## src/rtl/api_transmit_request_framer_defines.svh

```systemverilog
// assertion macros shared by the transmit-request framer modules
`ifndef API_TRANSMIT_REQUEST_FRAMER_DEFINES_SVH
`define API_TRANSMIT_REQUEST_FRAMER_DEFINES_SVH

`ifndef SYNTHESIS
// antecedent implies consequent in the same cycle
`define ATF_ASSERT_NOW(label, ante, cons) \
  label: assert property (@(posedge clk) disable iff (rst) (ante) |-> (cons)) \
    else $error("framer check failed");
// antecedent implies consequent in the next cycle
`define ATF_ASSERT_NEXT(label, ante, cons) \
  label: assert property (@(posedge clk) disable iff (rst) (ante) |=> (cons)) \
    else $error("framer check failed");
`else
`define ATF_ASSERT_NOW(label, ante, cons)
`define ATF_ASSERT_NEXT(label, ante, cons)
`endif

`endif

```

## src/rtl/atf_pkg.sv

```systemverilog
// types, constants and frame layout for the transmit-request framer
package atf_pkg;

  // request kinds
  localparam logic OpStart = 1'b0;
  localparam logic OpData  = 1'b1;

  // fixed frame bytes
  localparam logic [7:0]  ByteDelim     = 8'h7E;
  localparam logic [7:0]  ByteFrameType = 8'h10;
  localparam logic [7:0]  ByteFrameId   = 8'h00;
  localparam logic [7:0]  ByteAddrHi    = 8'hFF;
  localparam logic [7:0]  ByteAddrLo    = 8'hFE;
  localparam logic [7:0]  ByteOption    = 8'h00;
  localparam logic [7:0]  FixedSum      = 8'h0D;
  localparam logic [15:0] LenExtra      = 16'd14;

  // largest payload length carried in a frame
  localparam int MaxPayload = 255;
  localparam logic [15:0] MaxPayloadW = 16'(MaxPayload);

  // default depth of the command queue
  localparam int QueueDepthDef = 4;

  // header byte positions
  localparam logic [4:0] HdrDelim     = 5'd0;
  localparam logic [4:0] HdrLenHi     = 5'd1;
  localparam logic [4:0] HdrLenLo     = 5'd2;
  localparam logic [4:0] HdrType      = 5'd3;
  localparam logic [4:0] HdrId        = 5'd4;
  localparam logic [4:0] HdrDestFirst = 5'd5;
  localparam logic [4:0] HdrDestLast  = 5'd12;
  localparam logic [4:0] HdrAddrHi    = 5'd13;
  localparam logic [4:0] HdrAddrLo    = 5'd14;
  localparam logic [4:0] HdrLast      = 5'd16;

  typedef struct packed {
    logic        op;
    logic [63:0] dest_addr;
    logic [7:0]  payload_length;
    logic [7:0]  data_byte;
  } req_t;

  typedef struct packed {
    logic [7:0] out_byte;
    logic       frame_end;
  } rsp_t;

  // command handed from front to back
  typedef struct packed {
    logic        is_start;
    logic        last;
    logic [63:0] dest;
    logic [7:0]  len;
    logic [7:0]  data;
  } cmd_t;

  typedef enum logic [1:0] {
    BK_FETCH,
    BK_HDR,
    BK_CSUM
  } bk_state_t;

endpackage

```

## src/rtl/atf_front.sv

```systemverilog
// front end: accepts requests, tracks the open frame and issues commands
module atf_front
  import atf_pkg::*;
(
  input  logic clk,
  input  logic rst,
  input  logic accept,
  input  req_t req,
  output logic push,
  output cmd_t cmd
);

  logic [7:0] bytes_left;
  logic [7:0] bytes_left_next;
  logic [7:0] len_c;

  // clamp the requested length
  assign len_c = ({8'h00, req.payload_length} > MaxPayloadW) ? MaxPayloadW[7:0]
                                                           : req.payload_length;

  // classify the request
  always_comb begin
    cmd.is_start = (req.op == OpStart);
    cmd.dest     = req.dest_addr;
    cmd.len      = len_c;
    cmd.data     = req.data_byte;
    if (req.op == OpStart) begin
      cmd.last = (len_c == 8'd0);
      push     = accept;
    end else begin
      cmd.last = (bytes_left == 8'd1);
      push     = accept && (bytes_left != 8'd0);
    end
  end

  // payload bytes still awaited in the open frame
  always_comb begin
    bytes_left_next = bytes_left;
    if (accept) begin
      if (req.op == OpStart) begin
        bytes_left_next = len_c;
      end else if (bytes_left != 8'd0) begin
        bytes_left_next = bytes_left - 8'd1;
      end
    end
  end

  always_ff @(posedge clk) begin
    if (rst) begin
      bytes_left <= 8'd0;
    end else begin
      bytes_left <= bytes_left_next;
    end
  end

endmodule

```

## src/rtl/atf_fifo.sv

```systemverilog
// short command queue between front and back
`include "api_transmit_request_framer_defines.svh"
module atf_fifo
  import atf_pkg::*;
#(
  parameter int DEPTH = QueueDepthDef
) (
  input  logic clk,
  input  logic rst,
  input  logic push,
  input  cmd_t wr_cmd,
  input  logic pop,
  output logic full,
  output logic nonempty,
  output cmd_t head
);

  localparam int AW = (DEPTH > 1) ? $clog2(DEPTH) : 1;
  localparam int CW = $clog2(DEPTH + 1);
  localparam logic [AW-1:0] LastPtr = AW'(DEPTH - 1);
  localparam logic [CW-1:0] FullCnt = CW'(DEPTH);

  cmd_t          mem [DEPTH];
  logic [AW-1:0] wr_ptr;
  logic [AW-1:0] rd_ptr;
  logic [CW-1:0] count;
  logic [CW-1:0] count_next;

  assign full     = (count == FullCnt);
  assign nonempty = (count != '0);
  assign head     = mem[rd_ptr];

  // storage
  always_ff @(posedge clk) begin
    if (push) begin
      mem[wr_ptr] <= wr_cmd;
    end
  end

  // occupancy
  always_comb begin
    count_next = count;
    if (push && !pop) begin
      count_next = count + CW'(1);
    end else if (pop && !push) begin
      count_next = count - CW'(1);
    end
  end

  // pointers and count
  always_ff @(posedge clk) begin
    if (rst) begin
      wr_ptr <= '0;
      rd_ptr <= '0;
      count  <= '0;
    end else begin
      count <= count_next;
      if (push) begin
        wr_ptr <= (wr_ptr == LastPtr) ? '0 : wr_ptr + AW'(1);
      end
      if (pop) begin
        rd_ptr <= (rd_ptr == LastPtr) ? '0 : rd_ptr + AW'(1);
      end
    end
  end

  `ATF_ASSERT_NOW(a_no_push_full, push, !full)
  `ATF_ASSERT_NOW(a_no_pop_empty, pop, nonempty)

endmodule

```

## src/rtl/atf_back.sv

```systemverilog
// back end: expands commands into frame bytes and keeps the checksum
`include "api_transmit_request_framer_defines.svh"
module atf_back
  import atf_pkg::*;
(
  input  logic clk,
  input  logic rst,
  input  logic nonempty,
  input  cmd_t head,
  output logic pop,
  output logic out_valid,
  input  logic out_stall,
  output rsp_t out_rsp
);

  bk_state_t  state;
  bk_state_t  state_next;
  logic [4:0] idx;
  logic [4:0] idx_next;
  logic [7:0] sum;
  logic [7:0] sum_next;
  logic       emit;
  rsp_t       rsp_next;
  logic       can_load;
  logic [15:0] total;
  logic [2:0] dsel;
  logic [7:0] dest_byte;
  logic [7:0] hdr_byte;

  assign can_load = !out_valid || !out_stall;

  // header byte selection
  assign total     = {8'h00, head.len} + LenExtra;
  assign dsel      = 3'(idx - HdrDestFirst);
  assign dest_byte = head.dest[{~dsel, 3'b000} +: 8];

  always_comb begin
    if (idx inside {[HdrDestFirst:HdrDestLast]}) begin
      hdr_byte = dest_byte;
    end else begin
      case (idx)
        HdrDelim:  hdr_byte = ByteDelim;
        HdrLenHi:  hdr_byte = total[15:8];
        HdrLenLo:  hdr_byte = total[7:0];
        HdrType:   hdr_byte = ByteFrameType;
        HdrId:     hdr_byte = ByteFrameId;
        HdrAddrHi: hdr_byte = ByteAddrHi;
        HdrAddrLo: hdr_byte = ByteAddrLo;
        default:   hdr_byte = ByteOption;
      endcase
    end
  end

  // sequencer: next state and emitted byte
  always_comb begin
    state_next = state;
    idx_next   = idx;
    sum_next   = sum;
    emit       = 1'b0;
    pop        = 1'b0;
    rsp_next   = '0;
    case (state)
      BK_FETCH: begin
        if (nonempty && can_load) begin
          emit = 1'b1;
          if (head.is_start) begin
            rsp_next.out_byte = ByteDelim;
            sum_next          = FixedSum;
            idx_next          = HdrLenHi;
            state_next        = BK_HDR;
          end else begin
            rsp_next.out_byte = head.data;
            sum_next          = sum + head.data;
            pop               = 1'b1;
            if (head.last) begin
              state_next = BK_CSUM;
            end
          end
        end
      end
      BK_HDR: begin
        if (can_load) begin
          emit              = 1'b1;
          rsp_next.out_byte = hdr_byte;
          if (idx inside {[HdrDestFirst:HdrDestLast]}) begin
            sum_next = sum + dest_byte;
          end
          if (idx == HdrLast) begin
            pop        = 1'b1;
            idx_next   = HdrDelim;
            state_next = head.last ? BK_CSUM : BK_FETCH;
          end else begin
            idx_next = idx + 5'd1;
          end
        end
      end
      BK_CSUM: begin
        if (can_load) begin
          emit               = 1'b1;
          rsp_next.out_byte  = ~sum;
          rsp_next.frame_end = 1'b1;
          sum_next           = 8'h00;
          state_next         = BK_FETCH;
        end
      end
      default: begin
        state_next = BK_FETCH;
      end
    endcase
  end

  // sequencer registers
  always_ff @(posedge clk) begin
    if (rst) begin
      state <= BK_FETCH;
      idx   <= HdrDelim;
      sum   <= 8'h00;
    end else begin
      state <= state_next;
      idx   <= idx_next;
      sum   <= sum_next;
    end
  end

  // output register
  always_ff @(posedge clk) begin
    if (rst) begin
      out_valid <= 1'b0;
    end else if (can_load) begin
      out_valid <= emit;
    end
  end

  always_ff @(posedge clk) begin
    if (emit) begin
      out_rsp <= rsp_next;
    end
  end

  `ATF_ASSERT_NEXT(a_csum_ends_frame, state == BK_CSUM && can_load,
                   out_valid && out_rsp.frame_end)
  `ATF_ASSERT_NOW(a_hdr_idx_range, state == BK_HDR,
                  idx >= HdrLenHi && idx <= HdrLast)
  `ATF_ASSERT_NOW(a_hdr_has_cmd, state == BK_HDR, nonempty && head.is_start)

endmodule

```

## src/rtl/api_transmit_request_framer.sv

```systemverilog
// Transmit-request framer (frame type 0x10), top level.
// The request channel (item_valid, item_stall, item) takes start requests
// (destination and payload length) and payload-byte requests. The frame
// channel (frame_valid, frame_stall, frame_out) gives one frame byte per
// transfer, with frame_end set on the closing checksum byte.
// A front end classifies requests and tracks the open frame, a command
// queue of QUEUE_DEPTH entries decouples it from a back-end sequencer,
// and the sequencer drives a registered output.
// With the queue empty and the sequencer idle, the first byte of a request
// passes the command queue and the output register to the frame channel.
// The sequencer emits one byte per cycle while frame_stall is low. A
// payload byte gives one frame byte, the last one of a frame two (byte
// and checksum); a start gives 17 bytes, 18 for a zero-length frame. Requests
// keep being taken while the queue has room, so payload passes at one byte per cycle.
// Payload requests with no frame open are taken and dropped. A start
// during an open frame ends that frame without a checksum.
// When frame_stall is high and a byte is valid, that byte holds and the
// sequencer waits; item_stall rises once the queue is full.
// Reset (rst, synchronous) empties the queue and closes any frame.
module api_transmit_request_framer
  import atf_pkg::*;
#(
  parameter int QUEUE_DEPTH = QueueDepthDef
) (
  input  logic clk,
  input  logic rst,
  input  logic item_valid,
  output logic item_stall,
  input  req_t item,
  output logic frame_valid,
  input  logic frame_stall,
  output rsp_t frame_out
);

  logic accept;
  logic push;
  cmd_t wr_cmd;
  logic pop;
  logic full;
  logic nonempty;
  cmd_t head;

  assign item_stall = full;
  assign accept     = item_valid && !item_stall;

  // request classification
  atf_front u_front (
    .clk    (clk),
    .rst    (rst),
    .accept (accept),
    .req    (item),
    .push   (push),
    .cmd    (wr_cmd)
  );

  // command queue
  atf_fifo #(
    .DEPTH (QUEUE_DEPTH)
  ) u_fifo (
    .clk      (clk),
    .rst      (rst),
    .push     (push),
    .wr_cmd   (wr_cmd),
    .pop      (pop),
    .full     (full),
    .nonempty (nonempty),
    .head     (head)
  );

  // byte sequencer
  atf_back u_back (
    .clk       (clk),
    .rst       (rst),
    .nonempty  (nonempty),
    .head      (head),
    .pop       (pop),
    .out_valid (frame_valid),
    .out_stall (frame_stall),
    .out_rsp   (frame_out)
  );

endmodule

```

## config.mk

```make
export PLATFORM = sky130hd
export DESIGN_NAME = api_transmit_request_framer
export DESIGN_NICKNAME = d
export VERILOG_FILES = /design/src/rtl/atf_pkg.sv /design/src/rtl/atf_front.sv /design/src/rtl/atf_fifo.sv /design/src/rtl/atf_back.sv /design/src/rtl/api_transmit_request_framer.sv
export VERILOG_INCLUDE_DIRS = /design/src /design/src/rtl
export SDC_FILE = /design/constraint.sdc
export NUM_CORES = 1
export LEC_CHECK = 0
export BUFFER_PORTS_ARGS = -buffer_cell sky130_fd_sc_hd__buf_2
export CORE_MARGIN = 2
export CORE_UTILIZATION = 45
export CTS_BUF_LIST = sky130_fd_sc_hd__clkbuf_8
export CTS_CLUSTER_SIZE = 14
export DETAILED_ROUTE_END_ITERATION = 8
export PLACE_DENSITY = 0.63
export SYNTH_ARGS = -nofsm -noshare
export SYNTH_HDL_FRONTEND = slang
export SYNTH_SLANG_ARGS = --single-unit
```

## constraint.sdc

```tcl
create_clock -name clk -period 5.07 [get_ports clk]
set_input_delay 1.014 -clock clk [delete_from_list [all_inputs] [get_ports clk]]
set_output_delay 1.014 -clock clk [all_outputs]
set_load 0.02 [all_outputs]
```

# Word level (Yosys, flattened, before mapping)

Memory sizes are Yosys's and may differ from the RTL's. A register that Yosys moved wholly into a read port is not among the register bits.
Index checks and enable logic that the tools add are counted.

Output and inout port bits: 11
Bits in registers: 40
Word-level logic and storage cells: 118
Bits in latches: 0
Memories kept: 1
Bits in writable memories: 328
ROM bits: 0

Multipliers: 0
Muxes and demuxes: 46
Reduce and logical (&&, ||, !) cells: 25
$lt $le $gt $ge: 2
Div/mod/pow operators: 0
Bitwise gates (word level): 3
Shifts and indexed selects: 1
Add/sub/neg operators: 10
Eq/ne operators: 20

Memory list:

| memory     | words | width | rd ports | clocked after memory_dff | write ports | RTL line       | RTL |
|---|---|---|---|---|---|---|---|
| u_fifo.mem | 4     | 82    | 1        | 1                        | 1           | atf_fifo.sv:23 | `cmd_t mem [DEPTH];` |

Operator list:

| operator                                                                 | count |
|---|---|
| 8-bit two-way mux                                                        | 11 |
| 64-bit by 7-bit indexed part select with 8-bit output                    | 1 |
| 8-bit one-hot mux with 3 select lines                                    | 2 |
| 8-bit one-hot mux with 6 select lines                                    | 1 |
| 2-bit two-way mux                                                        | 11 |
| 5-bit two-way mux                                                        | 4 |
| 8-bit adder                                                              | 2 |
| 2-bit by 1-bit inequality test with 1-bit output (second input constant) | 6 |
| 5-bit by 2-bit == test with 1-bit output (second input constant)         | 2 |
| 5-bit by 4-bit == test with 1-bit output (second input constant)         | 2 |
| 1-bit two-way mux                                                        | 10 |
| 5-bit one-hot mux with 2 select lines                                    | 1 |
| 5-bit AND reduction                                                      | 2 |
| 8-bit by 4-bit adder with 9-bit output (second input constant)           | 1 |
| 9-bit two-way mux                                                        | 1 |
| 8-bit by 1-bit == test with 1-bit output (second input constant)         | 1 |
| 8-bit zero test                                                          | 1 |
| 8-bit inverter                                                           | 1 |
| 8-bit nonzero test                                                       | 1 |
| 8-bit by 1-bit subtractor with 8-bit output (second input constant)      | 1 |
| 2-bit == test (second input constant)                                    | 3 |
| 1-bit logical AND                                                        | 6 |
| 3-bit two-way mux                                                        | 2 |
| 2-bit one-hot mux with 3 select lines                                    | 1 |
| other kinds (25)                                                         | 33 |

# Longest topological paths before layout

Gate-level depths: netlist (run 1).

Depth after elaboration: 9
Gate-level depth with buffers: 15
Mapped depth without buffers: 13

# Cells and area by module

A second synthesis (run 1) with hierarchy kept.

Cells, all modules: 953
Area, all modules: 16415.7 µm²

Modules (own cells, without submodules):

| module                      | seq. area each (µm²) | cells each | area each (µm²) | instances |
|---|---|---|---|---|
| atf_fifo                    | 10029.6              | 472        | 12356.9         | 1 |
| atf_back                    | 590.6                | 326        | 2862.7          | 1 |
| atf_front                   | 160.2                | 154        | 1182.4          | 1 |
| api_transmit_request_framer | 0.0                  | 1          | 13.8            | 1 |

# Worst setup path before layout (run 1)

No wires, ideal clock.

Path kind: input-to-reg
From: in item[80] in the netlist's numbering
To: mem u_fifo.mem[3][0] in the netlist's numbering (enable)
Path slack: 0.506 ns
Arrival: 4.114 ns
Stages: 5
Buffers on the path: 2
Path through: clkbuf_1 -> and3_1 -> a211oi_1 -> clkbuf_1 -> and2_1

Cells in the longest elaborated chain, start to end: 3

RTL lines:

| element                                 | RTL line                          | RTL |
|---|---|---|
| start: declaration                      | api_transmit_request_framer.sv:29 | `input req_t item,` |
| 1-bit two-way mux                       | atf_front.sv:27                   | `if (req.op == OpStart) begin` |
| 1-bit two-way mux                       | atf_fifo.sv:35                    | `if (push) begin` |
| 1-bit two-way mux (not written as such) | atf_fifo.sv:36                    | `mem[wr_ptr] <= wr_cmd;` |
| end: declaration                        | atf_fifo.sv:23                    |  |

Every way passes these cells.

# Worst setup path after layout (run 1)

From: reg u_back.idx[0]
To: reg u_back.sum[7]

Cells in the longest elaborated chain, start to end: 7

RTL lines:

| element                                               | RTL line        | RTL |
|---|---|---|
| start: declaration                                    | atf_back.sv:18  | `logic [4:0] idx;` |
| start signal: assignment                              | atf_back.sv:116 | `idx <= HdrDelim;` |
| start signal: assignment                              | atf_back.sv:120 | `idx <= idx_next;` |
| 3-bit subtractor                                      | atf_back.sv:34  | `assign dsel = 3'(idx - HdrDestFirst);` |
| 3-bit inverter                                        | atf_back.sv:35  | `assign dest_byte = head.dest[{~dsel, 3'b000} +: 8];` |
| 64-bit by 7-bit indexed part select with 8-bit output | atf_back.sv:35  |  |
| 8-bit adder                                           | atf_back.sv:86  | `sum_next = sum + dest_byte;` |
| 8-bit two-way mux                                     | atf_back.sv:85  | `if (idx inside {[HdrDestFirst:HdrDestLast]}) begin` |
| 8-bit two-way mux                                     | atf_back.sv:82  | `if (can_load) begin` |
| 8-bit one-hot mux with 3 select lines                 | atf_back.sv:62  | `case (state)` |
| end signal: assignment                                | atf_back.sv:121 | `sum <= sum_next;` |
| end: declaration                                      | atf_back.sv:20  | `logic [7:0] sum;` |

Parallel ways exist; a longest one is shown, timed or not. The select of a mux whose other input is x is not followed.
A chain may end at the register's enable or synchronous reset.

==> results.sh, run 1 <==
export IMPL_synth_async_reset_ratio_pct=0
export IMPL_worstMarginPinSlew_ps=904
export IMPL_netlist_instances=877
export IMPL_cp_cell_sequence="inv_2, ha_1, xor2_4, mux4_2, mux2_2, ha_1, a21o_1, a211o_1, a2111oi_0, o221ai_1, mux2_2, o2111ai_1"
export IMPL_detail_route_wirelength_met1_um=14200
export IMPL_cts_htree_levels=2
export IMPL_final_design_area_no_fill_um2=17800
export IMPL_die_height_um=190
export IMPL_finalWirelength_um=32600
export IMPL_worst_setup_path_start_kind="register"
export IMPL_detailed_place_area_um2=16600
export IMPL_initial_utilization_pct=45.4
export IMPL_final_hold_viol_count=0
export IMPL_finalClockSkew_ps=20.6
export IMPL_grt_start_max_net_pins=45
export IMPL_worst_setup_path_end_kind="register"
export IMPL_r2r_worst_path_cells=12
export IMPL_wl_met2_um=15600
export IMPL_netlist_area_leader_share_pct=64.8
export IMPL_timing_slew_headroom_pct=39.6
export IMPL_final_setup_viol_count=0
export IMPL_synth_cell_area_um2=15600
export IMPL_seq_area_frac_synth_pct=69.1
export IMPL_critPathArrivalTime_ps=5120
export IMPL_placement_rows=68
export IMPL_share_of_cells_above_drive_strength_1_pct=28.7
export IMPL_cts_sinks=370
export IMPL_synth_seq_cells=370
export IMPL_hold_crit_path_type="register to register"
export IMPL_nNetsFinal=1139
export IMPL_tritoncts="built"
export IMPL_num_vias=8466
export IMPL_antenna_violations_before_repair=5
export IMPL_firstDrtPassIters=5
export IMPL_mostFrequentLayoutCells="edfxtp_1, mux4_2, buf_2"
export IMPL_chipWidth_um=190
export IMPL_timing_hold_worst_start="u_fifo.rd_ptr[1]$_SDFFE_PP0P_"
export IMPL_worst_setup_path_startpoint="u_back.idx[0]$_SDFFE_PP0P_"
export IMPL_vias_per_cell=5.57
export IMPL_worstSetupPathType="register to register"
export IMPL_syn_avg_cell_area_um2=17.8
export IMPL_io_pin_count=96
export IMPL_synth_main_ff_cell="edfxtp_1"
export IMPL_wl_per_cell_um=21.4
export IMPL_max_clock_freq_mhz=217
export IMPL_die_area_um2=36200
export IMPL_min_period_over_period_pct=90.7
export IMPL_timing_max_transition_violations_final=0
export IMPL_outcome="complete, no violations"
export IMPL_topRoutingLayerUsed="met5"
export IMPL_static_leakage_power_nw=6.12
export IMPL_globalRouteOverflowTotal=0
export IMPL_vdd_ir_drop_worst_v=0.000260
export IMPL_port_buffers=95
export IMPL_rsz_0062_raised_after_global_routing="false"
export IMPL_cp_slowest_cell="a2111oi_0"
export IMPL_syn_nets=999
export IMPL_synth_area_leaders="edfxtp_1, mux4_2, dfxtp_1, ha_1, nor2_1"
export IMPL_root_buffer="clkbuf_8"
export IMPL_yosys_warn_count=0
export IMPL_cp_buffers_inverters=1
export IMPL_combined_global_route_utilization_of_all_metal_layers_pct=18.3
export IMPL_critical_path_required_ps=5590
export IMPL_cts_buffers=60
export IMPL_regToRegEndpoint="u_back.sum[7]$_SDFFE_PP0P_"
export IMPL_hold_path_depth=2
export IMPL_area_growth_pct=14.1
export IMPL_critical_path_max_stage_delay_ps=710
export IMPL_clk_path_buf_depth=3
export IMPL_cts_repair_resized=0
export IMPL_maxCapViolations=0
export IMPL_drt_antenna_violating_nets=0
export IMPL_crit_reg2reg_launch="u_back.idx[0]$_SDFFE_PP0P_"
export IMPL_synth_cell_types=63
export IMPL_critical_path_top_delay_family="compound AO/OA/AOI/OAI gates"
export IMPL_post_synth_top_area_cell="edfxtp_1"
export IMPL_synth_edff_count=337
export IMPL_holdBufCountCts=0
export IMPL_fp_coreArea_um2=34400
export IMPL_grt_pass1_wl_um=50400
export IMPL_finalWorstPathRequiredPeriod_ps=4600
export IMPL_cts_reportedPaths_clkPinSlew_ps=60
export IMPL_drt_initial_drc_count=640
export IMPL_drc_violations_left=0
export IMPL_power_per_cell_area_nw_per_um2=565
export IMPL_latest_clock_arrival_within_the_worst_skew_pair_ps=610
export IMPL_final_setup_tns_ps=0
export IMPL_post_dp_hpwl_um=21100
export IMPL_ff2ff_setup_slack_ps=470
export IMPL_route_met3_wl_um=2060
export IMPL_maximum_net_fanout_on_the_critical_path=12
export IMPL_most_common_library_cell_in_the_layout_ignoring_fill_and_taps="edfxtp_1"
export IMPL_cts_setup_buffers=0
export IMPL_place_congestion=0.853
export IMPL_first_global_vias=8763
per-stage QoR:
step           utilization (%)  hold slack (ps)  total power [mW]  setup WS (ps)  std cells
6_report                  51.8              487              10.1            472       1520
5_1_grt                   51.8              500              10.6           63.6       1518
4_1_cts                   51.8              483              10.2            462       1517
3_5_place_dp              48.4              472              7.67            524       1410
3_3_place_gp              48.4              469              7.62            590       1410
2_1_floorplan                -              450              6.73            506        877
state kept, by name, summed over array words and instances, names as in the netlist, named ones only:
name                flops
u_fifo.mem            328
u_fifo.count            3
u_back.sum              8
u_back.state            2
u_back.idx              5
u_front.bytes_left      8
u_back.out_valid        1
u_fifo.rd_ptr           2
u_back.out_rsp          9
u_fifo.wr_ptr           2
cells by family after synthesis:
kind of cell	Yosys count	synth area share, %
mux	110	15.0
compound gates	133	5.74
buf+inv	63	1.93
simple gates	146	4.16
flops	370	69.1
xor+xnor	18	1.01
fa+ha+maj	37	3.11
worst max-delay path by stage:
stage | end | slack [ps] | depth (start not counted)
after floorplan | u_fifo.mem[3][0]$_DFFE_PP_ | 510 | 5
after global placement | u_back.sum[7]$_SDFFE_PP0P_ | 590 | 12
after detailed placement | u_back.sum[7]$_SDFFE_PP0P_ | 520 | 12
after CTS | u_back.sum[7]$_SDFFE_PP0P_ | 460 | 12
after global routing | u_back.sum[7]$_SDFFE_PP0P_ | 60 | 12
final | u_back.sum[7]$_SDFFE_PP0P_ | 470 | 12
layer usage:
metal,vias to the layer above,track usage (%)
met3,54,4.27
met4,4,5.72
met1,4286,25.0
li1,3845,-
met5,-,0
met2,277,29.6
synth_stat cells (5+ instances only):
cell and count:
edfxtp_1 337, mux4_2 98, nor2_1 64, nand2_1 41
a21oi_1 37, ha_1 34, dfxtp_1 33, inv_1 26
clkbuf_1 17, o21ai_0 17, xor2_1 12, o22ai_1 11
a211oi_1 9, mux2i_1 7, and2_1 6, buf_2 6
nor3_1 6, o211ai_1 6, o21a_1 6, xnor2_1 6
a21o_1 5, buf_1 5, nand3_1 5, nand4_1 5
final cells by class:
class                   count  area, um^2
diodes                      3        7.51
well taps                 455         569
repair buffers            114         631
clock buffers              60         826
clock inverters            47         323
flip-flops and latches    370       10800
inverters                  27         101
multi-input cells         444        4560
fillers                  2809       16600
power breakdown:
part           switching [mW]  internal [mW]  total [mW]
Clock                    1.12           1.35        2.47
Sequential              0.235           3.82        4.06
Combinational            1.92           1.61        3.54
worst min-delay path: cells and delay by family, from the launching register on:
family,cells,cell delay [ps]
DFF,1,310
and+or+nand+nor,1,50
AOI/OAI and AO/OA,1,70
Note: power is estimated with default switching activity, not from simulation.
==> run 2: changes to the inputs <==
--- a/config.mk
+++ b/config.mk
@@ -13,6 +13,8 @@
 export CTS_CLUSTER_SIZE = 14
 export DETAILED_ROUTE_END_ITERATION = 8
 export PLACE_DENSITY = 0.63
+export SKIP_CTS_REPAIR_TIMING = 1
+export SKIP_LAST_GASP = 1
 export SYNTH_ARGS = -nofsm -noshare
 export SYNTH_HDL_FRONTEND = slang
 export SYNTH_SLANG_ARGS = --single-unit
==> constraint.sdc (replaced) <==
create_clock -name clk -period 5.07 [get_ports clk]
set_input_delay 0.507 -clock clk [delete_from_list [all_inputs] [get_ports clk]]
set_output_delay 0.507 -clock clk [all_outputs]
set_load 0.02 [all_outputs]
==> run 2 against run 1 <==
  * Routed wire length shrank 1.3%
  * Via count shrank 0.45%
  * Combinational power hardly changed
  * Critical path depth is the same
  * Sequential cell count unchanged
  * Setup slack improved by 69 ps
  * Non-clock buffer count is 1 lower
  * Worst hold slack lost 380 ps
  * Critical endpoint unchanged
  * Critical path type unchanged
  * Cell count is 0.26% lower
==> results.sh, run 2 (synthesized netlist as in run 1, its figures left out) <==
export IMPL_outcome="complete, no violations"
export IMPL_area_growth_pct=13.1
export IMPL_latest_clock_arrival_within_the_worst_skew_pair_ps=610
export IMPL_vdd_ir_drop_worst_v=0.000227
export IMPL_io_pin_count=96
export IMPL_crit_reg2reg_launch="u_back.idx[0]$_SDFFE_PP0P_"
export IMPL_fp_coreArea_um2=34400
export IMPL_drc_violations_left=0
export IMPL_most_common_library_cell_in_the_layout_ignoring_fill_and_taps="edfxtp_1"
export IMPL_hold_path_depth=1
export IMPL_max_clock_freq_mhz=221
export IMPL_worst_setup_path_start_kind="register"
export IMPL_cts_sinks=370
export IMPL_share_of_cells_above_drive_strength_1_pct=28.4
export IMPL_mostFrequentLayoutCells="edfxtp_1, mux4_2, buf_2"
export IMPL_final_setup_tns_ps=0
export IMPL_placement_rows=68
export IMPL_hold_crit_path_type="input pin to register"
export IMPL_power_per_cell_area_nw_per_um2=553
export IMPL_critical_path_required_ps=5590
export IMPL_firstDrtPassIters=5
export IMPL_largestRegisters="u_fifo.mem x328, u_back.out_rsp x9"
export IMPL_final_seq_area_um2=10800
export IMPL_timing_max_transition_violations_final=0
export IMPL_min_period_over_period_pct=89.3
export IMPL_maximum_net_fanout_on_the_critical_path=12
export IMPL_wl_per_cell_um=21.2
export IMPL_globalRouteOverflowTotal=0
export IMPL_cts_buffers=57
export IMPL_ff2ff_setup_slack_ps=540
export IMPL_multi_input_logic_area_um2=4560
export IMPL_critPathArrivalTime_ps=5050
export IMPL_finalClockSkew_ps=12.5
export IMPL_finalWirelength_um=32200
export IMPL_drt_antenna_violating_nets=0
export IMPL_num_vias=8428
export IMPL_fill_cells=2857
export IMPL_tritoncts="built"
export IMPL_r2r_worst_path_cells=12
export IMPL_clk_path_buf_depth=3
export IMPL_maxCapViolations=0
export IMPL_die_area_um2=36200
export IMPL_worstMarginPinSlew_ps=948
export IMPL_combined_global_route_utilization_of_all_metal_layers_pct=18.3
export IMPL_final_hold_viol_count=0
export IMPL_place_congestion=0.876
export IMPL_whs_ps=108
export IMPL_cts_reportedPaths_clkPinSlew_ps=60
export IMPL_port_buffers=95
export IMPL_initial_utilization_pct=45.4
export IMPL_grt_start_max_net_pins=53
export IMPL_final_setup_viol_count=0
export IMPL_post_dp_hpwl_um=20900
export IMPL_worst_setup_path_end_kind="register"
export IMPL_die_height_um=190
export IMPL_nNetsFinal=1135
export IMPL_hold_end="u_fifo.mem[1][7]$_DFFE_PP_"
export IMPL_root_buffer="clkbuf_8"
export IMPL_static_leakage_power_nw=6.05
export IMPL_vias_per_cell=5.56
export IMPL_timing_slew_headroom_pct=36.7
export IMPL_chipWidth_um=190
export IMPL_first_global_vias=8758
export IMPL_antenna_violations_before_repair=5
export IMPL_grt_pass1_wl_um=50300
export IMPL_max_flop_register="u_fifo.mem"
export IMPL_regToRegEndpoint="u_back.sum[7]$_SDFFE_PP0P_"
export IMPL_finalWorstPathRequiredPeriod_ps=4530
export IMPL_worstSetupPathType="register to register"
export IMPL_rsz_0062_raised_after_global_routing="false"
export IMPL_timing_hold_worst_start="item[7]"
export IMPL_largest_reg_flops=328
export IMPL_cts_htree_levels=2
export IMPL_drt_initial_drc_count=619
-- run 2: cell types whose count changed in the layout (fill, tap and decap cells not counted), sizes merged --
cell / change
bufinv: -4
clkbuf: -3
clkinv: +2
inv: +2
buf: -1
-- run 2: final cells by class --
class / instances / area share, %
clock buffer: 57 / 4.45
sequential: 370 / 61.1
multi-input combinational: 444 / 25.8
clock inverter: 47 / 1.28
inverter: 27 / 0.574
tap: 455 / 3.23
antenna: 3 / 0.0425
timing repair buffer: 113 / 3.46
-- run 2: layer usage --
layer / vias to the layer above / track usage [%] / part of all wire, %
met3: 57 / 4.82 / 6.0
met4: 6 / 5.78 / 2.2
met2: 232 / 29.6 / 48
met1: 4285 / 24.5 / 44
met5: - / 0 / 0.12
li1: 3848 / - / -
-- run 2: report_power, final --
group	internal (mW)	leakage (nW)	switching [mW]	total [mW]
registers	3.82	3.36	0.235	4.06
logic	1.61	2.09	1.90	3.51
clock network	1.10	0.598	1.10	2.20
total	6.53	6.05	3.24	9.77
-- run 2: how the worst max path moves through the flow --
stage                          startpoint                         end  slack, ps  depth (start not counted)
4_1_cts        u_back.idx[0]$_SDFFE_PP0P_  u_back.sum[7]$_SDFFE_PP0P_        490                         12
3_3_place_gp   u_back.idx[0]$_SDFFE_PP0P_  u_back.sum[7]$_SDFFE_PP0P_        610                         12
3_5_place_dp   u_back.idx[0]$_SDFFE_PP0P_  u_back.sum[7]$_SDFFE_PP0P_        550                         12
5_1_grt        u_back.idx[0]$_SDFFE_PP0P_  u_back.sum[7]$_SDFFE_PP0P_        240                         14
2_1_floorplan  u_back.idx[0]$_SDFFE_PP0P_  u_back.sum[7]$_SDFFE_PP0P_        530                         14
6_report       u_back.idx[0]$_SDFFE_PP0P_  u_back.sum[7]$_SDFFE_PP0P_        540                         12
-- run 2: critical path: stages, from the launching register on --
cell       delay [ps]
dfxtp_1           480
inv_2             210
ha_1              300
xor2_4            470
mux4_2            580
mux2_2            320
ha_1              300
a21o_1            170
a211o_1           310
a2111oi_0         660
o221ai_1          220
mux2_2            300
o2111ai_1         100
-- run 2: metrics by stage --
stage               instance area (um^2)  worst slack, ps  std cells  power (mW)  utilization (%)
global placement                   16600              610       1409        7.61             48.4
global route                       17600              242       1513        10.3             51.3
floorplan                          15600              535        877        6.73                -
detailed placement                 16600              548       1409        7.64             48.4
finish                             17600              542       1516        9.77             51.3
CTS                                17600              494       1513        9.88             51.3
